===== config.mk =====
export PLATFORM = sky130hd
export DESIGN_NAME = json_string_unescape_core
export DESIGN_NICKNAME = d
export VERILOG_FILES = /design/src/rtl/jsu_pkg.sv /design/src/rtl/json_string_unescape_core.sv
export SDC_FILE = /design/constraint.sdc
export NUM_CORES = 1
export LEC_CHECK = 0
export BUFFER_PORTS_ARGS = -buffer_cell sky130_fd_sc_hd__buf_2
export CORE_UTILIZATION = 52
export DETAILED_ROUTE_END_ITERATION = 10
export GPL_ROUTABILITY_DRIVEN = 0
export PLACE_DENSITY = 0.72
export SYNTH_ARGS = -nofsm -noshare
export SYNTH_HDL_FRONTEND = slang
export SYNTH_SLANG_ARGS = --single-unit

===== constraint.sdc =====
create_clock -name clk -period 3.8 [get_ports clk]
set_input_delay 0.57 -clock clk [delete_from_list [all_inputs] [get_ports clk]]
set_output_delay 0.57 -clock clk [all_outputs]
set_load 0.05 [all_outputs]

===== src/rtl/jsu_pkg.sv =====
`timescale 1ns / 1ps
// Shared types, character codes and helpers for the JSON string unescape core.
// No dependencies; used by json_string_unescape_core.
package jsu_pkg;

	// Decoder mode. The unused encoding behaves like MODE_OPEN.
	typedef enum logic [2:0] {
		MODE_OPEN = 3'd0,
		MODE_BODY = 3'd1,
		MODE_ESC  = 3'd2,
		MODE_HEX0 = 3'd3,
		MODE_HEX1 = 3'd4,
		MODE_HEX2 = 3'd5,
		MODE_HEX3 = 3'd6
	} mode_t;

	// One result word: decoded byte plus end-of-string mark
	typedef struct packed {
		logic [7:0] data;
		logic       is_end;
	} res_t;

	// Result queue depth (power of two, at least 2)
	localparam int RES_DEPTH = 4;
	localparam int RES_AW    = $clog2(RES_DEPTH);
	localparam int RES_CW    = $clog2(RES_DEPTH + 1);

	// Character codes
	localparam logic [7:0] CH_NUL   = 8'h00;
	localparam logic [7:0] CH_QUOTE = 8'h22;
	localparam logic [7:0] CH_BSL   = 8'h5C;
	localparam logic [7:0] CH_B     = 8'h62;
	localparam logic [7:0] CH_F     = 8'h66;
	localparam logic [7:0] CH_N     = 8'h6E;
	localparam logic [7:0] CH_R     = 8'h72;
	localparam logic [7:0] CH_T     = 8'h74;
	localparam logic [7:0] CH_U     = 8'h75;
	localparam logic [7:0] CH_SLASH = 8'h2F;

	// Control bytes produced by escapes
	localparam logic [7:0] BY_BS = 8'h08;
	localparam logic [7:0] BY_FF = 8'h0C;
	localparam logic [7:0] BY_LF = 8'h0A;
	localparam logic [7:0] BY_CR = 8'h0D;
	localparam logic [7:0] BY_HT = 8'h09;

	// Hex digit value; anything that is not a hex digit counts as zero
	function automatic logic [3:0] hex_value(input logic [7:0] c);
		logic [3:0] v;
		v = 4'd0;
		if (c >= 8'h30 && c <= 8'h39) begin
			v = c[3:0];
		end else if ((c >= 8'h41 && c <= 8'h46) || (c >= 8'h61 && c <= 8'h66)) begin
			v = c[3:0] + 4'd9;
		end
		return v;
	endfunction

endpackage


===== src/rtl/json_string_unescape_core.sv =====
`timescale 1ns / 1ps
// JSON string unescape core: input register, combinational decode, small result queue.
// Throughput: one input word per cycle unless in_stall is high; a \u escape writes
// two result words at once, which leave one per cycle unless out_stall is high;
// input stalls while a word is held and more than two words wait in the queue.
// Reset (arst_n low, asynchronous): queue empty, decoder awaits opening char.
// Depends on jsu_pkg.
module json_string_unescape_core (
	input  logic       clk,
	input  logic       arst_n,
	input  logic       in_valid,
	output logic       in_stall,
	input  logic [7:0] ch,
	output logic       out_valid,
	input  logic       out_stall,
	output logic [7:0] out_byte,
	output logic       is_end
);

	localparam int DEPTH = jsu_pkg::RES_DEPTH;
	localparam int AW    = jsu_pkg::RES_AW;
	localparam int CW    = jsu_pkg::RES_CW;

	// Input register
	logic        valid_s1;
	logic [7:0]  ch_s1;

	// Decoder state
	jsu_pkg::mode_t mode_q, mode_d;
	logic [11:0] acc_q, acc_d;

	// Result queue
	jsu_pkg::res_t res_q [DEPTH];
	logic [AW-1:0] wp_q, rp_q;
	logic [CW-1:0] cnt_q;

	// Decode outputs
	jsu_pkg::res_t res0, res1;
	logic [1:0]    n_res;
	logic [3:0]    hv;
	logic          proc, pop, load;

	// Decode one word only when at least two queue slots are free
	assign proc     = valid_s1 && (cnt_q <= CW'(DEPTH - 2));
	assign load     = !valid_s1 || proc;
	assign in_stall = !load;
	assign pop      = out_valid && !out_stall;

	assign out_valid = (cnt_q != '0);
	assign out_byte  = res_q[rp_q].data;
	assign is_end    = res_q[rp_q].is_end;

	assign hv = jsu_pkg::hex_value(ch_s1);

	// Decode the held character against the current mode
	always_comb begin
		mode_d = mode_q;
		acc_d  = acc_q;
		n_res  = 2'd0;
		res0   = '{data: ch_s1, is_end: 1'b0};
		res1   = '{data: acc_q[11:4], is_end: 1'b0};
		case (mode_q)
			jsu_pkg::MODE_BODY: begin
				if (ch_s1 == jsu_pkg::CH_NUL || ch_s1 == jsu_pkg::CH_QUOTE) begin
					n_res  = 2'd1;
					res0   = '{data: 8'h00, is_end: 1'b1};
					mode_d = jsu_pkg::MODE_OPEN;
					acc_d  = '0;
				end else if (ch_s1 == jsu_pkg::CH_BSL) begin
					mode_d = jsu_pkg::MODE_ESC;
				end else begin
					n_res = 2'd1;
				end
			end
			jsu_pkg::MODE_ESC: begin
				if (ch_s1 == jsu_pkg::CH_NUL) begin
					n_res  = 2'd1;
					res0   = '{data: 8'h00, is_end: 1'b1};
					mode_d = jsu_pkg::MODE_OPEN;
					acc_d  = '0;
				end else begin
					mode_d = jsu_pkg::MODE_BODY;
					n_res  = 2'd1;
					case (ch_s1)
						jsu_pkg::CH_B: res0.data = jsu_pkg::BY_BS;
						jsu_pkg::CH_F: res0.data = jsu_pkg::BY_FF;
						jsu_pkg::CH_N: res0.data = jsu_pkg::BY_LF;
						jsu_pkg::CH_R: res0.data = jsu_pkg::BY_CR;
						jsu_pkg::CH_T: res0.data = jsu_pkg::BY_HT;
						jsu_pkg::CH_U: begin
							n_res  = 2'd0;
							mode_d = jsu_pkg::MODE_HEX0;
							acc_d  = '0;
						end
						default: res0.data = ch_s1;
					endcase
				end
			end
			jsu_pkg::MODE_HEX0, jsu_pkg::MODE_HEX1, jsu_pkg::MODE_HEX2: begin
				if (ch_s1 == jsu_pkg::CH_NUL) begin
					n_res  = 2'd1;
					res0   = '{data: 8'h00, is_end: 1'b1};
					mode_d = jsu_pkg::MODE_OPEN;
					acc_d  = '0;
				end else begin
					acc_d = {acc_q[7:0], hv};
					case (mode_q)
						jsu_pkg::MODE_HEX0: mode_d = jsu_pkg::MODE_HEX1;
						jsu_pkg::MODE_HEX1: mode_d = jsu_pkg::MODE_HEX2;
						default:            mode_d = jsu_pkg::MODE_HEX3;
					endcase
				end
			end
			jsu_pkg::MODE_HEX3: begin
				if (ch_s1 == jsu_pkg::CH_NUL) begin
					n_res  = 2'd1;
					res0   = '{data: 8'h00, is_end: 1'b1};
					mode_d = jsu_pkg::MODE_OPEN;
					acc_d  = '0;
				end else begin
					n_res  = 2'd2;
					res0   = '{data: {acc_q[3:0], hv}, is_end: 1'b0};
					mode_d = jsu_pkg::MODE_BODY;
					acc_d  = '0;
				end
			end
			default: begin
				// Drop the opening character
				mode_d = jsu_pkg::MODE_BODY;
				acc_d  = '0;
			end
		endcase
	end

	// Advance the input register and decoder state
	always_ff @(posedge clk or negedge arst_n) begin
		if (!arst_n) begin
			valid_s1 <= 1'b0;
			mode_q   <= jsu_pkg::MODE_OPEN;
			acc_q    <= '0;
		end else begin
			if (load) begin
				valid_s1 <= in_valid;
			end
			if (proc) begin
				mode_q <= mode_d;
				acc_q  <= acc_d;
			end
		end
	end

	always_ff @(posedge clk) begin
		if (load && in_valid) begin
			ch_s1 <= ch;
		end
	end

	// Write results into the queue
	always_ff @(posedge clk) begin
		if (proc && n_res != 2'd0) begin
			res_q[wp_q] <= res0;
		end
		if (proc && n_res == 2'd2) begin
			res_q[wp_q + AW'(1)] <= res1;
		end
	end

	// Track queue pointers and fill level
	always_ff @(posedge clk or negedge arst_n) begin
		if (!arst_n) begin
			wp_q  <= '0;
			rp_q  <= '0;
			cnt_q <= '0;
		end else begin
			if (proc) begin
				wp_q <= wp_q + AW'(n_res);
			end
			if (pop) begin
				rp_q <= rp_q + AW'(1);
			end
			cnt_q <= cnt_q + CW'(proc ? n_res : 2'd0) - CW'(pop);
		end
	end

	// Queue never overfills
	a_cnt_bound: assert property (@(posedge clk) disable iff (!arst_n)
		cnt_q <= CW'(DEPTH))
		else $error("result queue over depth");

	// An end result returns the decoder to awaiting the opening char
	a_end_mode: assert property (@(posedge clk) disable iff (!arst_n)
		(proc && n_res != 2'd0 && res0.is_end) |=> (mode_q == jsu_pkg::MODE_OPEN))
		else $error("end result without mode return");

	// A \u escape always starts from a clear accumulator
	a_hex_clear: assert property (@(posedge clk) disable iff (!arst_n)
		(mode_q == jsu_pkg::MODE_HEX0) |-> (acc_q == 12'd0))
		else $error("accumulator not clear at hex start");

	// A held word waiting on the queue keeps the decoder state
	a_hold_state: assert property (@(posedge clk) disable iff (!arst_n)
		(valid_s1 && !proc) |=> ($stable(mode_q) && $stable(acc_q) && valid_s1))
		else $error("decoder state moved while word held");

	// Neither result of a byte pair carries the end mark
	a_pair_plain: assert property (@(posedge clk) disable iff (!arst_n)
		(proc && n_res == 2'd2) |-> (!res0.is_end && !res1.is_end))
		else $error("end mark inside a byte pair");

endmodule

==> qor.csv, run 1 <==
metric,value,unit
crit_path_end_kind,flip-flop,
setup_ws,0.425,ns
synth_xor_xnor_area_share,1.40,%
grt_pass1_vias,2632,
pwr-share-clk,18.2,%
track_usage,23.5,%
peakVddDrop,0.000331,V
nets,399,
synth_top_family_by_area,compound AO/OA/AOI/OAI gates,
nFillCells,599,
antenna_found_initial,0,
status,completed,
synth_flop_cell,edfxtp_1,
cp.depth,12,
final_hold_viol_count,0,
hpwlAfterDp,5980,um
critPathRequiredTime,4.08,ns
synth_nets,377,
viasPerCell,5.94,
final.setup_skew,0.00959,ns
slew_headroom,42.5,%
avgSynthCellArea,10.6,um2
p_comb_share,42.6,%
wl_per_cell,17.2,um
synth.most_common_cell,nand2_1,
crit_arrival,3.66,ns
p_leak,1.54,nW
critPathTopFamily,adder cells,
ctsResizeCount,0,
coreArea,6910,um2
fmax,296,MHz
multiInputGateArea,1800,um2
ys.warnings.count,0,
clock_sinks,67,
cts_root_buf,clkbuf_8,
dieArea,7570,um2
sw_frac_of_total,43.7,%
netlist.area_leader.share,32.0,%
port_buffers,22,
n_antenna_cell,0,
rr_startpoint,ch_s1[0],
critical_path_peak_fanout,9,
crit_path_frequent_cell,ha_1,
p_switching,1.28,mW
finalMaxSlewViolations,0,
synth_top_area_cell,edfxtp_1,
muxShareOfSynthArea,7.02,%
slowest_delay,0.54,ns
numCtsBuffers,9,
die_w,87.0,um
ys_seq_elements,67,
grt_pass1_wl,13300,um
start_kind,flip-flop,
ys_seq_area_share,49.4,%
finalSetupTns,0,ns
dieHeight,87.0,um
hold_class,in2async,
drtPass1Iterations,5,
yosys.area_share.simple,18.0,%
synthArstFlopShare,34.3,%
path_clk_slew,0.08,ns
period_share,88.8,%
cts_tree,yes,
post-place-ws,0.476,ns
max_cap_viol_count,0,
setup_viol,0,
insertion_delay,0.35,ns
crit_type,reg2reg,
hold_buffers,0,
drive_above_1_share,16.7,%
rows,30,
initial_utilization,54.4,%
grt_max_degree,25,
antenna_left,0,
io_pins,23,
tightest_slew,0.859,ns
netlist_top_cells_area,"edfxtp_1, dfrtp_1, nand2_1",
cts_buffer_depth,2,
seqPwrFrac,39.2,%
rsz0062_at_grt,false,
grt_remaining_overflow,0,
worstPathCellList,"inv_1, ha_1, nand2b_1, or3_1, o22ai_1, nand2_1, ha_1, inv_1, ha_1, fa_1, xnor2_1, xnor2_1",
synth_compound_area_share,18.3,%
startpoint,ch_s1[0],
cts_setup_buffers,0,
synth_cells,356,
seq_area,1860,um2
h-tree-depth,3,
synth_common_cells,"nand2_1, edfxtp_1, o21ai_0",
vias,2846,
power_density,709,nW/um2
critPathBufInv,2,
synth_cell_types,66,
rr_worst_depth,12,
intPower,1.65,mW
synth-edff-count,40,
area_growth_syn_to_layout,9.69,%
crit_slowest_cell,edfxtp_1,
drtIter0Drc,263,
netlist_area,3760,um2
period_minus_slack,3.38,ns
drc,0,
wl,8240,um
yosys.area_share.adder,3.20,%
-- registers in the layout, summed over array words and instances, names as in the netlist --
signal / flops
valid_s1: 1
mode_q: 3
acc_q: 12
ch_s1: 8
res_q: 36
rp_q: 2
cnt_q: 3
wp_q: 2
-- cell type report --
cell class	instances	area share, %
Multi-Input combinational cell	265	43.7
Clock inverter	5	0.698
Tap cell	96	2.91
Sequential cell	67	45.0
Clock buffer	11	3.43
Timing Repair Buffer	26	3.40
Inverter	9	0.819
-- layout by cell type, fill, tap and decap left out, drive strengths merged, types with 3 or more instances in the layout --
cell type  Yosys  routed
a21oi         13      13
a22o          13      13
a22oi          4       4
buf            4      26
clkbuf        11      11
clkinv         0       3
dfrtp         23      23
dfxtp          4       4
edfxtp        40      40
ha             8       8
inv            9      10
mux2i          5       5
mux4           9       9
nand2         64      64
nand2b         4       4
nand3          4       4
nor2          26      26
nor2b          6       6
nor3           4       4
o211ai         3       3
o21ai         39      39
o21bai         7       7
o31ai          4       4
or3            5       5
or4            3       3
xnor2          5       5
-- through the flow --
stage | area, um2 | utilization, % | hold WS, ns | power (mW) | instances
2_1_floorplan | 3760 | - | 0.274 | 2.11 | 356
3_3_place_gp | 3950 | 57.2 | 0.476 | 2.36 | 463
3_5_place_dp | 3950 | 57.2 | 0.479 | 2.40 | 463
4_1_cts | 4120 | 59.7 | 0.203 | 2.93 | 479
5_1_grt | 4120 | 59.7 | 0.227 | 3.09 | 479
6_report | 4120 | 59.7 | 0.186 | 2.92 | 479
-- path summary, 6_finish.rpt --
kind	end	slack, ns
min in group clk	ch_s1[4]	0.39
max in group asynchronous	acc_q[11]	3.25
max	cnt_q[2]	0.42
min	cnt_q[2]	0.19
max reg2reg	cnt_q[2]	0.42
min reg2reg	cnt_q[2]	0.49
-- per-layer routing --
metal  GRT usage (%)  vias up  part of all wire, %
met2            37.7      125                   48
met5               0        -                    0
li1                -     1367                    -
met3            5.59       15                  5.5
met1            31.0     1339                   45
met4            8.64        0                  1.7
-- kinds of logic after synthesis --
group / Yosys count
buffers and inverters: 24
DFF: 67
and+or+nand+nor: 135
xor gates and xnor gates: 6
muxes: 15
AOI/OAI and AO/OA: 100
adders and majority gates: 9
-- worst register-to-register path: cells and delay by family (launching register included) --
kind | cells | cell delay [ns]
buffers and inverters | 2 | 0.19
adder cells (fa/ha/maj) | 4 | 1.19
XOR/XNOR | 2 | 0.31
flip-flops | 1 | 0.54
AO/OA/AOI/OAI | 1 | 0.25
AND/OR/NAND/NOR | 3 | 0.85
-- power by group through the flow --
stage               Sequential (mW)  Combinational, mW  Clock [mW]
floorplan                      1.03               1.08           0
global placement               1.15               1.21           0
detailed placement             1.16               1.24           0
CTS                            1.15               1.25       0.536
global route                   1.17               1.36       0.564
finish                         1.15               1.25       0.532
Power figures use the tool's default switching activity.
==> run 2, diff against run 1 <==
--- a/config.mk
+++ b/config.mk
@@ -6,6 +6,7 @@
 export NUM_CORES = 1
 export LEC_CHECK = 0
 export BUFFER_PORTS_ARGS = -buffer_cell sky130_fd_sc_hd__buf_2
+export CORE_ASPECT_RATIO = 1.25
 export CORE_UTILIZATION = 52
 export DETAILED_ROUTE_END_ITERATION = 10
 export GPL_ROUTABILITY_DRIVEN = 0
==> run 2 against run 1 <==
  * Cell count decreased by 1.3%
  * Global-route usage decreased by 1.2 points
  * Non-clock buffer count unchanged
==> qor.csv, run 2 (synthesis gave the netlist of run 1 again) <==
metric,value,unit,change
finalMaxSlewViolations,0,,unchanged
critical_path_peak_fanout,9,,unchanged
sw_frac_of_total,44.0,%,+0.27 points
final.setup_skew,0.00721,ns,-0.00238 ns
grt_max_degree,25,,unchanged
slew_headroom,41.4,%,-1.2 points
p_leak,1.54,nW,-0.39%
tightest_slew,0.877,ns,+0.0173 ns
area_growth_syn_to_layout,9.69,%,unchanged
ctsResizeCount,0,,unchanged
setup_viol,0,,unchanged
status,completed,,
most-common-layout-cells,"nand2_1, edfxtp_1, o21ai_0",,
cts_root_buf,clkbuf_8,,
vias,2874,,+0.98%
grt_pass1_vias,2671,,+1.5%
coreArea,6980,um2,+1.0%
p_switching,1.28,mW,+0.25%
antenna_left,0,,unchanged
hold_class,in2async,,
period_share,90.5,%,+1.7 points
grt_remaining_overflow,0,,unchanged
track_usage,22.3,%,-1.2 points
seqPwrFrac,39.3,%,about the same
initial_utilization,53.9,%,-0.55 points
intPower,1.63,mW,-0.83%
p_comb_share,42.4,%,-0.2 points
drtPass1Iterations,4,,-1
h-tree-depth,3,,unchanged
regMostFlops,res_q,,
crit_path_end_kind,flip-flop,,
antenna_found_initial,0,,unchanged
nFillCells,599,,unchanged
crit_type,reg2reg,,
cts_buffer_depth,2,,unchanged
pwr-share-clk,18.3,%,about the same
start_kind,flip-flop,,
numCtsBuffers,9,,unchanged
insertion_delay,0.35,ns,about the same
path_clk_slew,0.08,ns,about the same
wl,8010,um,-2.8%
largest_reg_flops,36,,unchanged
hpwlAfterDp,5890,um,-1.5%
drive_above_1_share,16.7,%,unchanged
peakVddDrop,0.000591,V,+79%
top_regs,"res_q (36), acc_q (12), ch_s1 (8)",,
clock_sinks,67,,unchanged
drtIter0Drc,154,,-41%
dieArea,7570,um2,about the same
wl_per_cell,16.9,um,-1.6%
cts_setup_buffers,0,,unchanged
setup_ws,0.361,ns,-0.0635 ns
hold_buffers,0,,unchanged
max_cap_viol_count,0,,unchanged
crit_arrival,3.71,ns,+0.05 ns
post-place-ws,0.417,ns,-0.0586 ns
finalSetupTns,0,ns,unchanged
rsz0062_at_grt,false,,
final_common_cell,nand2_1,,
grt_pass1_wl,12900,um,-2.8%
dieHeight,97.1,um,+12%
die_w,78.0,um,-10%
fmax,291,MHz,-1.8%
drc,0,,unchanged
final_hold_viol_count,0,,unchanged
io_pins,23,,unchanged
period_minus_slack,3.44,ns,+0.0635 ns
rows,34,,+13%
power_density,706,nW/um2,-0.36%
viasPerCell,6.08,,+2.3%
cts_tree,yes,,
n_antenna_cell,0,,unchanged
critPathRequiredTime,4.08,ns,about the same
nets,399,,unchanged
port_buffers,22,,unchanged
-- run 2: layout make-up --
| type | instances | area, um2 | share of cell area [%] |
|---|---|---|---|
| sequential | 67 | 1860 | 45.0 |
| multi-input combinational | 265 | 1800 | 43.7 |
| timing repair buffer | 26 | 140 | 3.40 |
| clock buffer | 9 | 124 | 3.00 |
| tap | 90 | 113 | 2.73 |
| clock inverter | 7 | 53.8 | 1.31 |
| inverter | 9 | 33.8 | 0.819 |
-- run 2: path summary, 6_finish.rpt --
kind / start / endpoint / slack (ns) / cells after the start
max: ch_s1[0] / cnt_q[2] / 0.36 / 12
min: arst_n / rp_q[0] / 0.18 / 1
max reg2reg: ch_s1[0] / cnt_q[2] / 0.36 / 12
min reg2reg: res_q[0][0] / res_q[0][0] / 0.50 / 2
max in group asynchronous: arst_n / acc_q[11] / 3.26 / 1
min in group clk: ch[4] / ch_s1[4] / 0.39 / 1
-- run 2: layer usage --
metal	part of all wire [%]	routed length, um	up-vias	global-route usage (%)
met5	0	0	-	0
met4	3.3	263	0	11.1
met3	4.3	341	26	3.94
met2	50	4010	122	38.7
met1	42	3400	1357	26.2
li1	-	-	1369	-
-- run 2: critical path, stage by stage (launching register included) --
cell and delay (ns):
edfxtp_1 0.54, inv_1 0.15, ha_1 0.35, nand2b_1 0.25, or3_1 0.52, o22ai_1 0.23
nand2_1 0.08, ha_1 0.28, inv_1 0.04, ha_1 0.19, fa_1 0.39, xnor2_1 0.21
xnor2_1 0.14
-- run 2: power by group through the flow --
stage	clock network (mW)	logic [mW]	registers, mW
floorplan	0	1.08	1.03
global placement	0	1.21	1.15
finish	0.532	1.24	1.14
global route	0.570	1.34	1.17
CTS	0.541	1.23	1.14
detailed placement	0	1.23	1.16
-- run 2: stage by stage --
step / area, um2 / hold slack [ns] / power, mW / utilization [%] / std cells
after detailed placement: 3950 / 0.481 / 2.39 / 56.5 / 457
after global routing: 4120 / 0.227 / 3.08 / 59.1 / 473
after CTS: 4120 / 0.208 / 2.92 / 59.1 / 473
after floorplan: 3760 / 0.274 / 2.11 / - / 356
final: 4120 / 0.183 / 2.91 / 59.1 / 473
after global placement: 3950 / 0.477 / 2.36 / 56.5 / 457
